==> config.mk <==
export PLATFORM = sky130hd
export DESIGN_NAME = chs_queue
export DESIGN_NICKNAME = d
export VERILOG_FILES = /design/src/hdl/chs_queue.sv
export SDC_FILE = /design/constraint.sdc
export NUM_CORES = 1
export LEC_CHECK = 0
export BUFFER_PORTS_ARGS = -buffer_cell sky130_fd_sc_hd__buf_2
export CORE_ASPECT_RATIO = 1.5
export CORE_MARGIN = 8
export CORE_UTILIZATION = 40
export DETAILED_ROUTE_END_ITERATION = 8
export GPL_TIMING_DRIVEN = 0
export PLACE_DENSITY = 0.61
export SLEW_MARGIN = 20
export SYNTH_ARGS = -nofsm -noshare
export SYNTH_HDL_FRONTEND = slang
export SYNTH_SLANG_ARGS = --single-unit
==> constraint.sdc <==
create_clock -name clk -period 2.18 [get_ports clk]
set_clock_uncertainty 0.15 [all_clocks]
set_input_delay 0.218 -clock clk [delete_from_list [all_inputs] [get_ports clk]]
set_output_delay 0.218 -clock clk [all_outputs]
set_load 0.01 [all_outputs]
==> src/hdl/chs_queue.sv <==
// four-entry queue between the front end and the arithmetic pipeline
// no package dependencies
`default_nettype none

module chs_queue
#(
    parameter int W = 37
)
(
    input  logic         clk,
    input  logic         rst_n,
    input  logic         push,
    input  logic [W-1:0] wdata,
    output logic         full,
    input  logic         pop,
    output logic         nonempty,
    output logic [W-1:0] rdata
);

    localparam int DEPTH = 4;
    localparam int PW    = $clog2(DEPTH);

    logic [W-1:0]  mem_reg [DEPTH];
    logic [PW-1:0] wr_ptr_reg;
    logic [PW-1:0] wr_ptr_next;
    logic [PW-1:0] rd_ptr_reg;
    logic [PW-1:0] rd_ptr_next;
    logic [PW:0]   cnt_reg;
    logic [PW:0]   cnt_next;

    assign full     = (cnt_reg == (PW+1)'(DEPTH));
    assign nonempty = (cnt_reg != '0);
    assign rdata    = mem_reg[rd_ptr_reg];

    always_comb
    begin
        wr_ptr_next = push ? wr_ptr_reg + 1'b1 : wr_ptr_reg;
        rd_ptr_next = pop ? rd_ptr_reg + 1'b1 : rd_ptr_reg;
        case ({push, pop})
            2'b10:   cnt_next = cnt_reg + 1'b1;
            2'b01:   cnt_next = cnt_reg - 1'b1;
            default: cnt_next = cnt_reg;
        endcase
    end

    always_ff @(posedge clk or negedge rst_n)
    begin
        if (!rst_n)
        begin
            wr_ptr_reg <= '0;
            rd_ptr_reg <= '0;
            cnt_reg    <= '0;
        end
        else
        begin
            wr_ptr_reg <= wr_ptr_next;
            rd_ptr_reg <= rd_ptr_next;
            cnt_reg    <= cnt_next;
        end
    end

    always_ff @(posedge clk)
    begin
        if (push)
        begin
            mem_reg[wr_ptr_reg] <= wdata;
        end
    end

endmodule

`default_nettype wire

* Yosys cells after proc, flatten, opt, wreduce, memory -nomap -nowiden
Memory sizes are Yosys's and may differ from the RTL's.
Index checks and enable logic that the tools add are counted.
** Operators by class
- Order comparisons :: 0
- Add/subtract/negate cells :: 4
- Shifts and indexed selects :: 0
- Div/mod/pow operators :: 0
- Reductions and logical operators :: 2
- Equal/unequal tests :: 3
- $mul :: 0
- Bitwise operators :: 0
- Mux-type cells :: 3
** Operators by type and width (count)
- 3-bit case mux with 2 select lines :: 1
- 2-bit by 1-bit adder with 2-bit output (second input constant) :: 2
- 3-bit by 1-bit adder with 3-bit output (second input constant) :: 1
- 3-bit == test (second input constant) :: 1
- 3-bit nonzero test :: 1
- 3-bit by 1-bit subtractor with 3-bit output (second input constant) :: 1
- 2-bit by 1-bit == test with 1-bit output (second input constant) :: 1
- 2-bit == test (second input constant) :: 1
- 1-bit 2-to-1 mux :: 2
- 2-bit nonzero test :: 1
** Word-level totals
- Memories kept :: 1
- Memory bits (read-only) :: 0
- Bits in latches :: 0
- Flip-flop bits (word level) :: 7
- Output and inout port bits :: 39
- Bits in writable memories :: 148
- Bits of input ports :: 41
** Memory list
- mem_reg :: words 4, width 37, read ports 1, clocked after memory_dff 0, write ports 1, RTL line 23 : logic [W-1:0] mem_reg [DEPTH];

* Depth between registers and ports, before layout
- Word-level depth :: 2
- Mapped depth :: 7
- Depth with buffers taken out :: 7

* Worst setup path after synthesis
OpenSTA, ideal clock, no wires.
- Path kind :: register to register
- Start point :: register wr_ptr_reg[0]
- End point :: memory mem_reg[2][0] (enable)
- Path buffers :: 0
- Setup time :: 398 ps
- Cell stages (with the launch flop) :: 4
- Setup slack :: 116 ps
- Arrival :: 1516 ps
- Clock period less this slack :: 2064 ps
- Path through :: dfrtp_1 > inv_1 > ha_1 > and2_1
** RTL lines
- start: declaration :: RTL line 24 : logic [PW-1:0] wr_ptr_reg;
- start signal: assignment :: RTL line 56 : wr_ptr_reg <= wr_ptr_next;
- end: declaration :: RTL line 23
No word-level cell before the write port.

* Worst setup path after layout
- Start point :: register rd_ptr_reg[0]
- End point :: output port rdata[4]
** Between the ends
- Cells in the longest elaborated chain, start to end :: 1
** RTL lines
- start: declaration :: RTL line 26 : logic [PW-1:0] rd_ptr_reg;
- start signal: assignment :: RTL line 57 : rd_ptr_reg <= rd_ptr_next;
- memory read 4 x 37 bit
- end: declaration :: RTL line 17 : output logic [W-1:0] rdata
No other way between the ends.

==> metrics.md <==
| Metric | Value |
|---|---|
| Routed wire per std cell | `18.5 um` |
| Die Ht | `163 um` |
| Kind of cell adding the most delay to the critical path | `multiplexers` |
| Count of mapped cells out of synthesis | `229` |
| CP required | `1.81 ns` |
| Sequential Power Share | `41.5%` |
| Number of fillers in the final layout | `1,116` |
| Area growth from synthesis to final layout | `31.0%` |
| Starting DRT DRC Count | `79` |
| Avg Inst Size Synth | `25.0 um2` |
| Synthesized netlist net count | `276` |
| Type of destination of the critical path | `primary output` |
| Synth unique cells | `19` |
| Largest register FFs | `148` |
| Antenna violations before repair | `0` |
| Element type at the critical path start | `flop` |
| Clock network fraction of design power | `27.5%` |
| Slowest stage delay, CP | `0.55 ns` |
| Routed via count | `2,782` |
| Finished Core Util | `53.6%` |
| Maximum number of pins on one net before global-route repair | `21` |
| Count of nets after finishing | `421` |
| Crit-path max FO | `8` |
| Clock tree from TritonCTS | `built` |
| Number of flip-flops and latches in the synthesized netlist | `155` |
| Crit share post-route | `98.1%` |
| I/O pin count | `80` |
| Share of the synthesized area in the top cell type | `77.6%` |
| Post-synthesis instance area | `5730 um2` |
| Max H-tree Level | `4` |
| Global-route wire length before repair | `17,000 um` |
| Worst min-delay path category | `in2async` |
| Number of slew-limit violations in the final report | `0` |
| Effective utilization at floorplan | `41.0%` |
| Footprint of the flip-flops and latches | `4620 um2` |
| Proportion of synthesized chip area in sequential cells | `80.6%` |
| Clk Latency, worst-skew pair | `0.40 ns` |
| Sum of overflow across all layers after global routing | `0` |
| Routability Congestion | `0.668` |
| Area of the die | `18,500 um2` |
| Critical path buffer and inverter count | `3` |
| Setup violation total in the final timing report | `0` |
| Launching point of the worst reg2reg path | `wr_ptr_reg[0]` |
| Worst setup path category | `reg2out` |
| Portion of total power attributed to combinational logic | `31.1%` |
| Slowest-stage cell, CP | `mux4_2` |
| Cell-internal power | `7.01 mW` |
| Worst rel slew slack | `61.9%` |
| RSZ-0062 raised after global routing | `true` |
| Wirelength, routed | `10,700 um` |
| Number of vias per cell | `4.80` |
| Worst-case setup margin in the final layout | `0.0416 ns` |
| Clock tree buffer depth | `2` |
| CTS root buffer | `clkbuf_16` |
| Peak supply drop | `0.000709 V` |
| Data arrival time at the worst-slack endpoint | `1.77 ns` |
| Drt pass-1 iters | `5` |
| Launch point of the worst path | `rd_ptr_reg[0]` |
| Detailed-placement wirelength estimate | `6730 um` |
| Areal power density over the cells | `1300 nW/um2` |
| Total number of placement rows | `53` |
| Cell taking the most area after synthesis | `edfxtp_1` |
| Synth warnings | `0` |
| Area of the multi-input gates | `1040 um2` |
| Top post-synthesis cells by area | `edfxtp_1 (78%), mux4_2 (15%), dfrtp_1 (3.1%), ha_1 (1.1%), xor2_1 (0.61%)` |
| Leakage component of the power | `2.65 nW` |
| Cell mode on critical path | `buf_12` |
| Slew at the pin with the worst max-slew slack | `0.571 ns` |
| Layout cell share with drive strength beyond 1 | `42.9%` |
| Minimum period implied by the final worst setup slack | `2.14 ns` |
| DIE WIDTH | `114 um` |
| Overall global routing resource usage | `12.4%` |
| Fraction of power spent switching nets | `28.4%` |
| CP cell instances | `buf_12 -> buf_12 -> mux4_2 -> buf_6` |
| # diodes | `0` |
| Clock transition at the registers of the reported paths | `0.06 ns` |
| TritonCTS Buffers | `17` |
| Maximum clock frequency | `468 MHz` |
| DRC errors left | `0` |
| Placeable core region | `14,000 um2` |
| Remaining number of nets flagged by the antenna check after routing | `0` |
| Count of final hold-check violations | `0` |
| Count of maximum capacitance violations | `0` |
| Net Sw Power | `2.79 mW` |
| Setup Slack @ Placement | `0.271 ns` |
| Clk sinks | `155` |
| Via count of the first global-routing pass | `3,254` |
| Outcome | `complete, no violations` |
| # port buffers | `79` |
[worst register-to-register path: cells and delay by family (launching register included)]
kind	cells	cell delay (ns)
fa+ha+maj	1	0.14
buf+inv	2	0.37
simple gates	1	0.51
flops	1	0.42
[stage by stage]
stage | instance area [um2] | setup TNS, ns | total power, mW | hold WS, ns | std cells
after CTS | 7470 | 0 | 9.87 | 0.00196 | 578
after detailed placement | 6450 | 0 | 6.96 | -0.0875 | 504
final | 7510 | 0 | 9.79 | 0.0149 | 579
after floorplan | 5730 | 0 | 5.85 | -0.228 | 229
after global routing | 7510 | -0.0455 | 10.3 | 0.0133 | 579
after global placement | 6370 | -88.17 | 6.84 | -0.0913 | 500
[routing by layer]
layer,routed length [um],global-route usage (%),part of all wire (%)
met2,5820,22.2,54
met3,430,3.60,4.0
met1,4240,13.2,40
met4,205,5.54,1.9
met5,0,0,0
[final cells by class]
class	count	area share, %
plain buffers	8	1.20
clock buffers	19	5.77
clock inverters	13	1.60
inverters	6	0.300
multi-input cells	60	13.8
flip-flops and latches	155	61.6
well taps	192	3.20
repair buffers	126	12.6
[power by group through the flow]
stage,Combinational (mW),Sequential [mW],Clock (mW)
after floorplan,1.77,4.08,0
after global placement,2.72,4.12,0
after detailed placement,2.85,4.12,0
after CTS,3.04,4.07,2.76
after global routing,3.29,4.11,2.89
final,3.04,4.06,2.69
[worst paths after layout]
path / endpoint / cells past startpoint / slack, ns
worst max-delay path: rdata[4] / 4 / 0.04
worst min-delay path: cnt_reg[2] / 2 / 0.01
worst max register to register: mem_reg[2][22] / 4 / 0.28
worst min register to register: cnt_reg[0] / 1 / 0.35
max in group asynchronous: rd_ptr_reg[0] / 2 / 1.69
min in group clk: cnt_reg[0] / 1 / 0.35
[Yosys cell counts]
master,number
nand2_1,2
or3_1,1
dfrtp_1,7
mux4_2,37
clkbuf_1,1
and2_1,4
buf_6,2
edfxtp_1,148
fa_1,1
xor2_1,4
nor2_1,1
xnor2_1,2
o21ai_0,1
inv_1,6
and3_1,1
mux2i_1,1
ha_1,5
buf_2,3
buf_4,2
[repair_timing]
item / 4_1_cts / 5_1_grt
buffers inserted: 2 / 1
hold endpoints to repair: 159 / 0
cloned: 0 / 0
setup endpoints to repair: 29 / 7
hold buffers: 40 / 0
resized for setup: 11 / 5
[layout by cell type, fill, tap and decap left out, types with 2 or more instances in the layout]
master	n
edfxtp_1	148
buf_2	74
dlygate4sd3_1	40
mux4_2	37
clkbuf_16	17
buf_12	7
buf_6	7
inv_1	6
clkinvlp_4	6
dfrtp_1	6
buf_4	5
ha_1	5
and2_2	4
xor2_1	4
xnor2_1	2
nand2_1	2
clkinv_2	2
inv_6	2
clkbuf_1	2
clkinv_4	2
[logic make-up after synthesis]
family	after synthesis	synth area share [%]
AND/OR/NAND/NOR	9	0.852
flip-flops	155	80.6
adder cells (fa/ha/maj)	6	1.44
AO/OA/AOI/OAI	1	0.0873
buffers and inverters	14	1.38
XOR/XNOR	6	0.917
multiplexers	38	14.7
No activity file was read; power rests on OpenSTA's default activity.
