**src/hdl/chs_pkg.sv**
```systemverilog
// shared types and constants for the cosine hemisphere sampler
// no dependencies; every other file but chs_queue imports this package
`default_nettype none

package chs_pkg;

    typedef struct packed {
        logic [15:0] u_sample;
        logic [15:0] v_sample;
    } sample_t;

    typedef struct packed {
        logic signed [15:0] x_out;
        logic signed [15:0] y_out;
        logic [15:0]        z_out;
        logic [14:0]        pdf_out;
    } dir_t;

    // quarter of the square the point falls in: east, north, west, south
    typedef enum logic [1:0] {
        WEDGE_E,
        WEDGE_N,
        WEDGE_W,
        WEDGE_S
    } wedge_t;

    typedef struct packed {
        logic   neg;
        wedge_t wedge;
    } cls_t;

    typedef struct packed {
        logic [29:0] w;
        logic [29:0] w2;
        cls_t        cls;
    } trig_t;

    localparam int          TMAG_W          = 31;
    localparam logic [30:0] QONE            = 31'h4000_0000;
    localparam logic [29:0] PI_OVER_4_Q30   = 30'd843314857;
    localparam logic [31:0] TWO_OVER_PI_Q32 = 32'd2734261102;
    localparam logic [60:0] HALF_Q30        = 61'd1 << 29;

endpackage

`default_nettype wire

```
**src/hdl/chs_front.sv**
```systemverilog
// front end: takes a sample pair, picks the wedge, radius and ratio numerator
// depends on chs_pkg
`default_nettype none

module chs_front
    import chs_pkg::*;
#(
    parameter int SAMPLE_BITS = 16,
    parameter int RW          = SAMPLE_BITS + 1
)
(
    input  logic          clk,
    input  logic          rst_n,
    input  logic          valid,
    output logic          stall,
    input  sample_t       sample,
    output logic          push_valid,
    input  logic          push_full,
    output logic [RW-1:0] push_r,
    output logic [RW-1:0] push_nm,
    output cls_t          push_cls
);

    localparam int AW = SAMPLE_BITS + 2;
    localparam int UW = (SAMPLE_BITS < 16) ? SAMPLE_BITS : 16;
    localparam logic signed [AW-1:0] ONE_S = AW'(1) << SAMPLE_BITS;

    logic [AW-1:0]        u_x;
    logic [AW-1:0]        v_x;
    logic signed [AW-1:0] a;
    logic signed [AW-1:0] b;
    logic signed [AW:0]   sum;
    logic [RW-1:0]        abs_a;
    logic [RW-1:0]        abs_b;
    logic [RW-1:0]        r_next;
    logic [RW-1:0]        nm_next;
    cls_t                 cls_next;

    logic                 st_vld_reg;
    logic                 st_vld_next;
    logic [RW-1:0]        st_r_reg;
    logic [RW-1:0]        st_nm_reg;
    cls_t                 st_cls_reg;

    always_comb
    begin
        u_x   = AW'(sample.u_sample[UW-1:0]);
        v_x   = AW'(sample.v_sample[UW-1:0]);
        a     = $signed(u_x << 1) - ONE_S;
        b     = $signed(v_x << 1) - ONE_S;
        sum   = {a[AW-1], a} + {b[AW-1], b};
        abs_a = RW'(a[AW-1] ? -a : a);
        abs_b = RW'(b[AW-1] ? -b : b);
        if (!sum[AW] && sum != '0)
        begin
            if (a > b)
            begin
                r_next         = abs_a;
                nm_next        = abs_b;
                cls_next.neg   = b[AW-1];
                cls_next.wedge = WEDGE_E;
            end
            else
            begin
                r_next         = abs_b;
                nm_next        = abs_a;
                cls_next.neg   = !a[AW-1] && (a != '0);
                cls_next.wedge = WEDGE_N;
            end
        end
        else
        begin
            if (a < b)
            begin
                r_next         = abs_a;
                nm_next        = abs_b;
                cls_next.neg   = !b[AW-1] && (b != '0);
                cls_next.wedge = WEDGE_W;
            end
            else
            begin
                r_next         = abs_b;
                nm_next        = abs_a;
                cls_next.neg   = a[AW-1];
                cls_next.wedge = WEDGE_S;
            end
        end
    end

    assign stall       = st_vld_reg && push_full;
    assign st_vld_next = stall ? st_vld_reg : valid;

    always_ff @(posedge clk or negedge rst_n)
    begin
        if (!rst_n)
        begin
            st_vld_reg <= 1'b0;
        end
        else
        begin
            st_vld_reg <= st_vld_next;
        end
    end

    always_ff @(posedge clk)
    begin
        if (valid && !stall)
        begin
            st_r_reg   <= r_next;
            st_nm_reg  <= nm_next;
            st_cls_reg <= cls_next;
        end
    end

    assign push_valid = st_vld_reg;
    assign push_r     = st_r_reg;
    assign push_nm    = st_nm_reg;
    assign push_cls   = st_cls_reg;

endmodule

`default_nettype wire

```
**config.mk**
```make
export PLATFORM = sky130hd
export DESIGN_NAME = chs_front
export DESIGN_NICKNAME = d
export VERILOG_FILES = /design/src/hdl/chs_pkg.sv /design/src/hdl/chs_front.sv
export SDC_FILE = /design/constraint.sdc
export NUM_CORES = 1
export LEC_CHECK = 0
export BUFFER_PORTS_ARGS = -buffer_cell sky130_fd_sc_hd__buf_2
export CAP_MARGIN = 0
export CORE_MARGIN = 2
export CORE_UTILIZATION = 57
export CTS_CLUSTER_SIZE = 25
export DETAILED_ROUTE_END_ITERATION = 10
export GPL_TIMING_DRIVEN = 0
export PLACE_DENSITY_LB_ADDON = 0.1
export SLEW_MARGIN = 30
export SYNTH_ARGS = -nofsm -noshare
export SYNTH_HDL_FRONTEND = slang
export SYNTH_SLANG_ARGS = --single-unit
```
**constraint.sdc**
```tcl
create_clock -name clk -period 3.42 [get_ports clk]
set_clock_uncertainty 0.2 [all_clocks]
set_input_delay 0.684 -clock clk [delete_from_list [all_inputs] [get_ports clk]]
set_output_delay 0.684 -clock clk [all_outputs]
set_load 0.005 [all_outputs]
```
; Word-level counts from Yosys, hierarchy flattened
; Index checks and enable logic that the tools add are counted.
[totals]
in_bits = 36
rom_bits = 0
out_inout_bits = 39
latch_bits = 0
memories = 0
reg_bits = 38
mem_bits_rw = 0
[classes]
n_lt_le_gt_ge = 2
mul = 0
shifts = 0
mux = 11
div = 0
n_eq_ne = 0
n_bitwise = 0
n_addsub = 5
n_reduce_logical = 12
[ops]
columns = cell, count
row1 = 2-to-1 mux 17 bit, 8
row2 = nonzero test 18 bit, 2
row3 = subtractor 17 x 17 -> 18 bit (second input constant), 2
row4 = negation 17 bit, 2
row5 = adder 18 x 18 -> 19 bit, 1
row6 = nonzero test 19 bit, 1
row7 = > comparator 18 bit, 1
row8 = less-than comparator 18 bit, 1
row9 = 2-to-1 mux 3 bit, 3
row10 = logical AND 1 bit, 5
row11 = zero test 1 bit, 4

; Longest topological paths before layout
; Gate-level depths: netlist of run 1.
[depth]
depth_word = 5
mapped_depth = 14
ltp_nobuf = 11

; Worst setup path before layout of run 1
; Ideal clock, no wire load.
[synth_timing]
path_type = in2reg
startpoint = input sample[12] (netlist name)
endpoint = register st_nm_reg[5], in the netlist push_nm[5] (data pin)
setup_ns = 0.264
arrival_time_ns = 3.677
t_required_ns = 2.956
n_path_buf = 2
cell_stages = 13
path_slack_ns = -0.721
path_cell_list = inv_1 ha_1 buf_4 or2b_1 or4b_4 o311ai_1 o2111ai_1 or4_4 nor4_4 or2b_2 mux2i_2 buf_6 mux2i_1
[synth_via]
elab_chain_cells = 5
elab_cells_between_ends = 11
classes_between = 2 x add/sub / 2 x order compare / 4 x mux / 3 x reduce/logical
[synth_rtl]
columns = element, line
row1 = from (decl), chs_front.sv:16  ; input sample_t sample,
row2 = subtractor 17 x 17 -> 18 bit (*), chs_front.sv:50  ; b = $signed(v_x << 1) - ONE_S;
row3 = adder 18 x 18 -> 19 bit, chs_front.sv:51  ; sum = {a[AW-1], a} + {b[AW-1], b};
row4 = nonzero test 19 bit / zero test 1 bit (equally long branches), chs_front.sv:54  ; if (!sum[AW] && sum != '0)
row5 = logical AND 1 bit, chs_front.sv:54
row6 = 2-to-1 mux 17 bit (*), chs_front.sv:54
row7 = net nm_next[5], chs_front.sv:36  ; logic [RW-1:0] nm_next;
row8 = to (signal assigned), chs_front.sv:110  ; st_nm_reg <= nm_next;
row9 = to (decl), chs_front.sv:42  ; logic [RW-1:0] st_nm_reg;
; Mark *: on every way through the listed nets, which the timed path passes. The rest lies on a longest branch.
; A chain may end at the register's enable or synchronous reset.

; Worst setup path in the final report of run 1
[layout_timing]
startpoint = input sample[10] (netlist name)
endpoint = register st_nm_reg[12], in the netlist push_nm[12] (data pin)
[layout_via]
elab_chain_cells = 5
elab_cells_between_ends = 12
classes_between = 3 x add/sub / 2 x order compare / 4 x mux / 3 x reduce/logical
[layout_rtl]
columns = element, line
row1 = subtractor 17 x 17 -> 18 bit (*), chs_front.sv:50
row2 = adder 18 x 18 -> 19 bit / negation 17 bit (equally long branches), "chs_front.sv:51, chs_front.sv:53"
row3 = nonzero test 19 bit (tied with other cells), chs_front.sv:54
row4 = logical AND 1 bit (tied with other cells), chs_front.sv:54
row5 = 2-to-1 mux 17 bit (*), chs_front.sv:54
row6 = net nm_next[12], chs_front.sv:36
; Marked as above.

==> metrics, run 1 <==
clk sinks 36; # nets final between 500 and 600; Iter 0 DRT Violations approximately 320; Yosys cell types 75; post-synth top area share 0.2769; Initial Utilization 0.5944; Yosys reg bits 36; Clock Tree Buf Depth 2; Final WS setup -0.6941 ns; final instance area between 5000 and 6000 sq um; Slew Limit Fails 0; top cells by count, synth 35 x edfxtp_1, 35 x mux2i_1, 34 x ha_1; syn avg cell area 9.236 sq um; worst r2r dst push_nm[16]; antenna violations before repair 0; root buf cell clkbuf_8; reg-to-reg critical path startpoint push_valid; Crit Path Category in -> reg; CTS tree built; Mapped Cells between 400 and 500; vias in the first global route between 3000 and 4000; Hold WC Path Type in -> async; worst slew pin tran between 0.9 and 1 ns; Reg2Reg Depth 3; largest net degree at the start of global routing 28; VDD IR max 378.4 uV; Total Wirelength about 12000 microns; num ports 75; Slew HR 0.3400; Chip Width roughly 86 microns; ys async rst share 0.02778; Final period util 1.203; area grow syn2layout 35.37%; DIE AREA around 7300 sq um; routed via count between 3000 and 4000; Setup TNS Final -20.75 ns; area occupied by multi-input gates 2905 sq um; required time worst endpoint between 3 and 4 ns; status finished with violations; final setup vio count 35; fmax around 0.24 GHz; Clk Latency, worst-skew pair approximately 0.29 ns; Residual DRC 0; min cycle time layout 4.114 ns; cts bufs inserted 5; hpwl dp approximately 8000 microns; ranking of synthesized cells by area edfxtp_1 28%, ha_1 11%, mux2i_1 9.2%; global route overflow 0; IO Port Bufs between 70 and 80; first-pass GRT wire length roughly 17000 microns; CP max FO 8; fill count ~400; synthesized area 3796 sq um; maximum capacitance violations 0; Synth area leader edfxtp_1; failing checks setup timing; Ys Warns 0; startpoint type of the worst setup path input pin; GRT Util Overall 0.2937; Post-synth EDFFs 35; dpl cell area about 4400 sq um; unrepaired setup endpoints after global routing true; LEAKAGE 2.115 nW; CTS H-tree depth 2; clock-pin slew on the worst setup and hold paths about 0.070 ns; row cnt 29; Antenna Cells 0; final hold viol count 0; storage element area ~1100 sq um; Detail Route Antenna Nets 0; wire per inst about 20 microns; PD cells 349.6 nW/um^2; CP Data Arrival Time between 4 and 5 ns; ys flop type edfxtp_1; drt via density about 6.5; Detailed Routing Iterations Pass 1 5; die height ~86 microns; endpoint type of the worst setup path flip-flop; register area share after synthesis 0.2835; layout cells sized above 1 0.3510; Final Wtd Congestion about 1.0; core footprint roughly 6400 sq um; flop2flop setup slack ~1.7 ns
cell families (layout without fill, tap and decap cells):
logic type,count (synthesis),after routing,share of synthesized area
multiplexers,39,39,0.1048
AO/OA/AOI/OAI,94,94,0.1803
AND/OR/NAND/NOR,126,126,0.1879
flip-flops,36,36,0.2835
other,1,2,0.0009878
adder cells (fa/ha/maj),35,35,0.1173
buffers and inverters,52,150,0.06064
XOR/XNOR,28,28,0.06460
layer usage:
layer	wire length, microns	GRT usage	up-vias
met4	501	0.1530	0
met2	5988	0.5178	195
met3	687	0.02599	44
met1	4764	0.3555	1820
li1	-	-	1728
met5	0	0	-
power by group:
part           total [W]  internal (W)  switching (W)
Sequential      0.000569      0.000558      0.0000108
Combinational   0.000897      0.000436       0.000461
Clock           0.000330      0.000184       0.000146
Total            0.00180       0.00118       0.000618
flip-flops by register name, indices dropped and copies added (netlist names):
name / cells
push_r: 16
push_valid: 1
push_nm: 16
push_cls: 3
through the flow:
stage | hold slack (ns) | util | setup WS [ns] | std cells | power (W)
after global placement | 0.2587 | 0.6787 | -1.317 | 561 | 0.001211
after CTS | 0.4288 | 0.7524 | -0.6212 | 582 | 0.001685
after detailed placement | 0.2646 | 0.6842 | -1.384 | 562 | 0.001231
after floorplan | 0.1884 | - | -0.6348 | 412 | 0.001033
final | 0.4857 | 0.8047 | -0.6941 | 587 | 0.001796
after global routing | 0.4814 | 0.8047 | -0.7724 | 587 | 0.001871
final cells by class:
class | instances | share of cell area
clock buffers | 8 | 0.01948
well taps | 77 | 0.01875
multi-input cells | 324 | 0.5654
inverters | 34 | 0.02678
flip-flops and latches | 36 | 0.2094
repair buffers | 95 | 0.1364
plain buffers | 13 | 0.02386
how the worst max path moves through the flow:
stage / endpoint / slack [ns] / from / cells after the start
final: push_nm[12] / -0.69 / sample[10] / 14
after global routing: push_nm[12] / -0.77 / sample[10] / 14
after floorplan: push_nm[5] / -0.63 / sample[12] / 13
after detailed placement: push_nm[9] / -1.38 / sample[1] / 13
after global placement: push_nm[9] / -1.32 / sample[1] / 13
after CTS: push_r[14] / -0.62 / sample[16] / 15
critical path, stage by stage:
cell	delay, ns
buf_12	0.09
inv_4	0.04
ha_4	0.29
nor2b_4	0.05
or4b_4	0.53
o311ai_2	0.26
o2111ai_1	0.16
or4_4	0.53
nor4_4	0.36
or2b_4	0.21
mux2i_4	0.24
buf_12	0.18
clkbuf_16	0.16
mux2i_1	0.23
layout by cell type (no fill, tap or decap), types with 4 or more instances in the layout:
cell type  synthesis  routed
clkbuf_8           0       7
nand2b_1           8       7
nand4_1            7       7
mux2i_2            1      12
nand3_1            6       6
a31oi_1            7       6
edfxtp_1          35      35
o21ai_0           11       9
inv_1             33      30
or4_1              4       4
a21o_1             4       4
mux2i_1           35      23
nor2b_4            0       5
xnor2_1           25      25
nor2_1            32      30
nand2_1           10      10
buf_8              0       5
buf_4              3      17
or2_1              4       4
o211ai_1           4       4
buf_2              1      63
nor3_1            12      11
a211oi_1           8       5
a21oi_1           18      18
nor4_1            12       8
ha_1              34      21
ha_4               0      11
buf_12             0       5
buf_6              3       7
nor2b_1           11       6
repair_timing:
action	CTS	global route
endpoints found under the setup margin	35	35
pin swaps	10	21
hold buffers	1	0
resized for setup	44	71
gates cloned	2	1
hold endpoints to repair	1	0
setup buffers	12	7
(Power assumes the default switching activity.)
==> run 2, diff against run 1 <==
==> constraint.sdc (replaced) <==
create_clock -name clk -period 4.6 [get_ports clk]
set_clock_uncertainty 0.2 [all_clocks]
set_input_delay 0.92 -clock clk [delete_from_list [all_inputs] [get_ports clk]]
set_output_delay 0.92 -clock clk [all_outputs]
set_load 0.005 [all_outputs]
==> run 2 against run 1 <==
The flow now finishes without violations. Core utilization fell by 9.0 points. Total power is 35% lower. Sequential cell count unchanged. Combinational power shrank 39%. Via count down 8.0%. First-iteration DRC count is 37% lower. Non-clock buffer count decreased by 10. Sequential power is 26% lower.
==> metrics, run 2 (synthesis gave the netlist of run 1 again) <==
layout cells sized above 1 0.2380; clk sinks 36; CTS H-tree depth 2; fin cells roughly 580; worst slew pin tran around 0.92 ns; Crit Path Category in -> reg; vias in the first global route ~3300; drt via density slightly above 6; # nets final 570; most frequent cells in the layout 73 x buf_2, 35 x edfxtp_1, 34 x ha_1; DIE AREA ~7300 sq um; Hold WC Path Type in -> async; Clk Latency, worst-skew pair between 0.2 and 0.3 ns; cts bufs inserted 5; Inst Count DP ~560; Final Wtd Congestion about 0.95; min cycle time layout 4.518 ns; CP max FO 10; status complete, no violations; part of the power in the clock network 0.174; Comb pwr share 0.464; Final WS setup a little over 0.08 ns; Antenna Cells 0; core footprint around 6400 sq um; Setup WS pre-CTS -0.5570 ns; Slew Limit Fails 0; hpwl dp 7677 microns; wire per inst roughly 17 microns; antenna violations before repair 0; commonest non-fill, non-tap cell in the layout buf_2; final hold viol count 0; Chip Width 85.61 microns; Final period util 0.9822; largest net degree at the start of global routing 24; endpoint type of the worst setup path flip-flop; Detail Route Antenna Nets 0; num ports 75; Total Wirelength slightly below 10000 microns; Clock Tree Buf Depth 2; first-pass GRT wire length roughly 15000 microns; Sw Pwr slightly below 0.0004 W; routed via count 3483; sw frac 0.3388; VDD IR max roughly 320 uV; maximum capacitance violations 0; Slew HR 0.3834; area grow syn2layout 20.17%; Residual DRC 0; sequential power share 0.362; fill count 497; IO Port Bufs approximately 70; required time worst endpoint roughly 4.5 ns; clock-pin slew on the worst setup and hold paths roughly 0.060 ns; final setup vio count 0; GRT Util Overall 0.2598; fmax about 0.22 GHz; CTS tree built; die height between 80 and 90 microns; row cnt 29; Initial Utilization 0.5944; global route overflow 0; PD cells between 200 and 300 nW/um^2; CP Data Arrival Time 4.43 ns; LEAKAGE approximately 2.0 nW; root buf cell clkbuf_8; Detailed Routing Iterations Pass 1 4; Iter 0 DRT Violations just over 200; flop2flop setup slack between 2 and 3 ns; Pint about 0.00077 W; fin util 0.7143; startpoint type of the worst setup path input pin; Setup TNS Final 0 ns; hold_ws 0.1962 ns
[run 2: cell count changes in the layout (fill, tap and decap cells not counted), moves of 4 or more]
| cell | change |
|---|---|
| ha_1 | +13 |
| ha_4 | -11 |
| buf_2 | +10 |
| mux2i_1 | +10 |
| mux2i_2 | -10 |
| buf_4 | -8 |
| buf_6 | -6 |
| clkbuf_1 | +6 |
| buf_8 | -4 |
| nor2b_1 | +4 |
| nor2b_4 | -4 |
[run 2: cell type report]
class	count	area (sq um)	area share
plain buffers	17	126.4	0.02770
flip-flops and latches	36	1076	0.2359
clock inverters	1	3.754	0.0008228
clock buffers	7	76.32	0.01673
inverters	34	127.6	0.02798
well taps	77	96.34	0.02112
multi-input cells	324	2575	0.5645
repair buffers	81	480.5	0.1053
[run 2: routing by layer]
metal | track usage | wire, microns | vias to the layer above
met1 | 0.3323 | 4186 | 1619
li1 | - | - | 1723
met3 | 0.02695 | 471 | 24
met2 | 0.4595 | 4898 | 117
met4 | 0.08369 | 221 | 0
met5 | 0 | 0 | -
[run 2: timing repair]
action,in CTS,in global routing
hold buffers,0,0
resized for setup,5,23
endpoints found under the setup margin,29,29
cloned,0,1
pin swaps,0,3
buffers inserted,0,7
endpoints found under the hold margin,0,0
[run 2: stage by stage]
| step | total power, W | area, sq um |
|---|---|---|
| 6_report | 0.001170 | 4562 |
| 3_5_place_dp | 0.0009014 | 4292 |
| 5_1_grt | 0.001230 | 4562 |
| 3_3_place_gp | 0.0008826 | 4257 |
| 2_1_floorplan | 0.0007557 | 3800 |
| 4_1_cts | 0.001111 | 4397 |
[run 2: worst paths after layout]
path	from	endpoint	cells after the start
hold / removal	rst_n	push_valid	1
min in group clk	push_valid	push_valid	2
setup reg to reg	push_valid	push_r[3]	3
setup / recovery	sample[7]	push_r[9]	15
max in group asynchronous	rst_n	push_valid	1
hold reg to reg	push_valid	push_valid	2
[run 2: power groups by stage]
stage | sequential (W) | combinational (W) | clock (W)
floorplan | 0.000437 | 0.000319 | 0
finish | 0.000423 | 0.000543 | 0.000204
global route | 0.000427 | 0.000588 | 0.000215
CTS | 0.000424 | 0.000480 | 0.000207
detailed placement | 0.000430 | 0.000471 | 0
global placement | 0.000430 | 0.000453 | 0
[run 2: critical path, stage by stage]
cell,delay (ns)
buf_2,0.13
inv_1,0.07
ha_1,0.28
clkbuf_1,0.38
nor4_1,0.20
a21boi_0,0.20
o311ai_2,0.24
o2111ai_1,0.15
or4_4,0.52
nor4_4,0.35
or2b_4,0.21
mux2i_4,0.25
buf_12,0.16
buf_12,0.14
mux2i_1,0.23
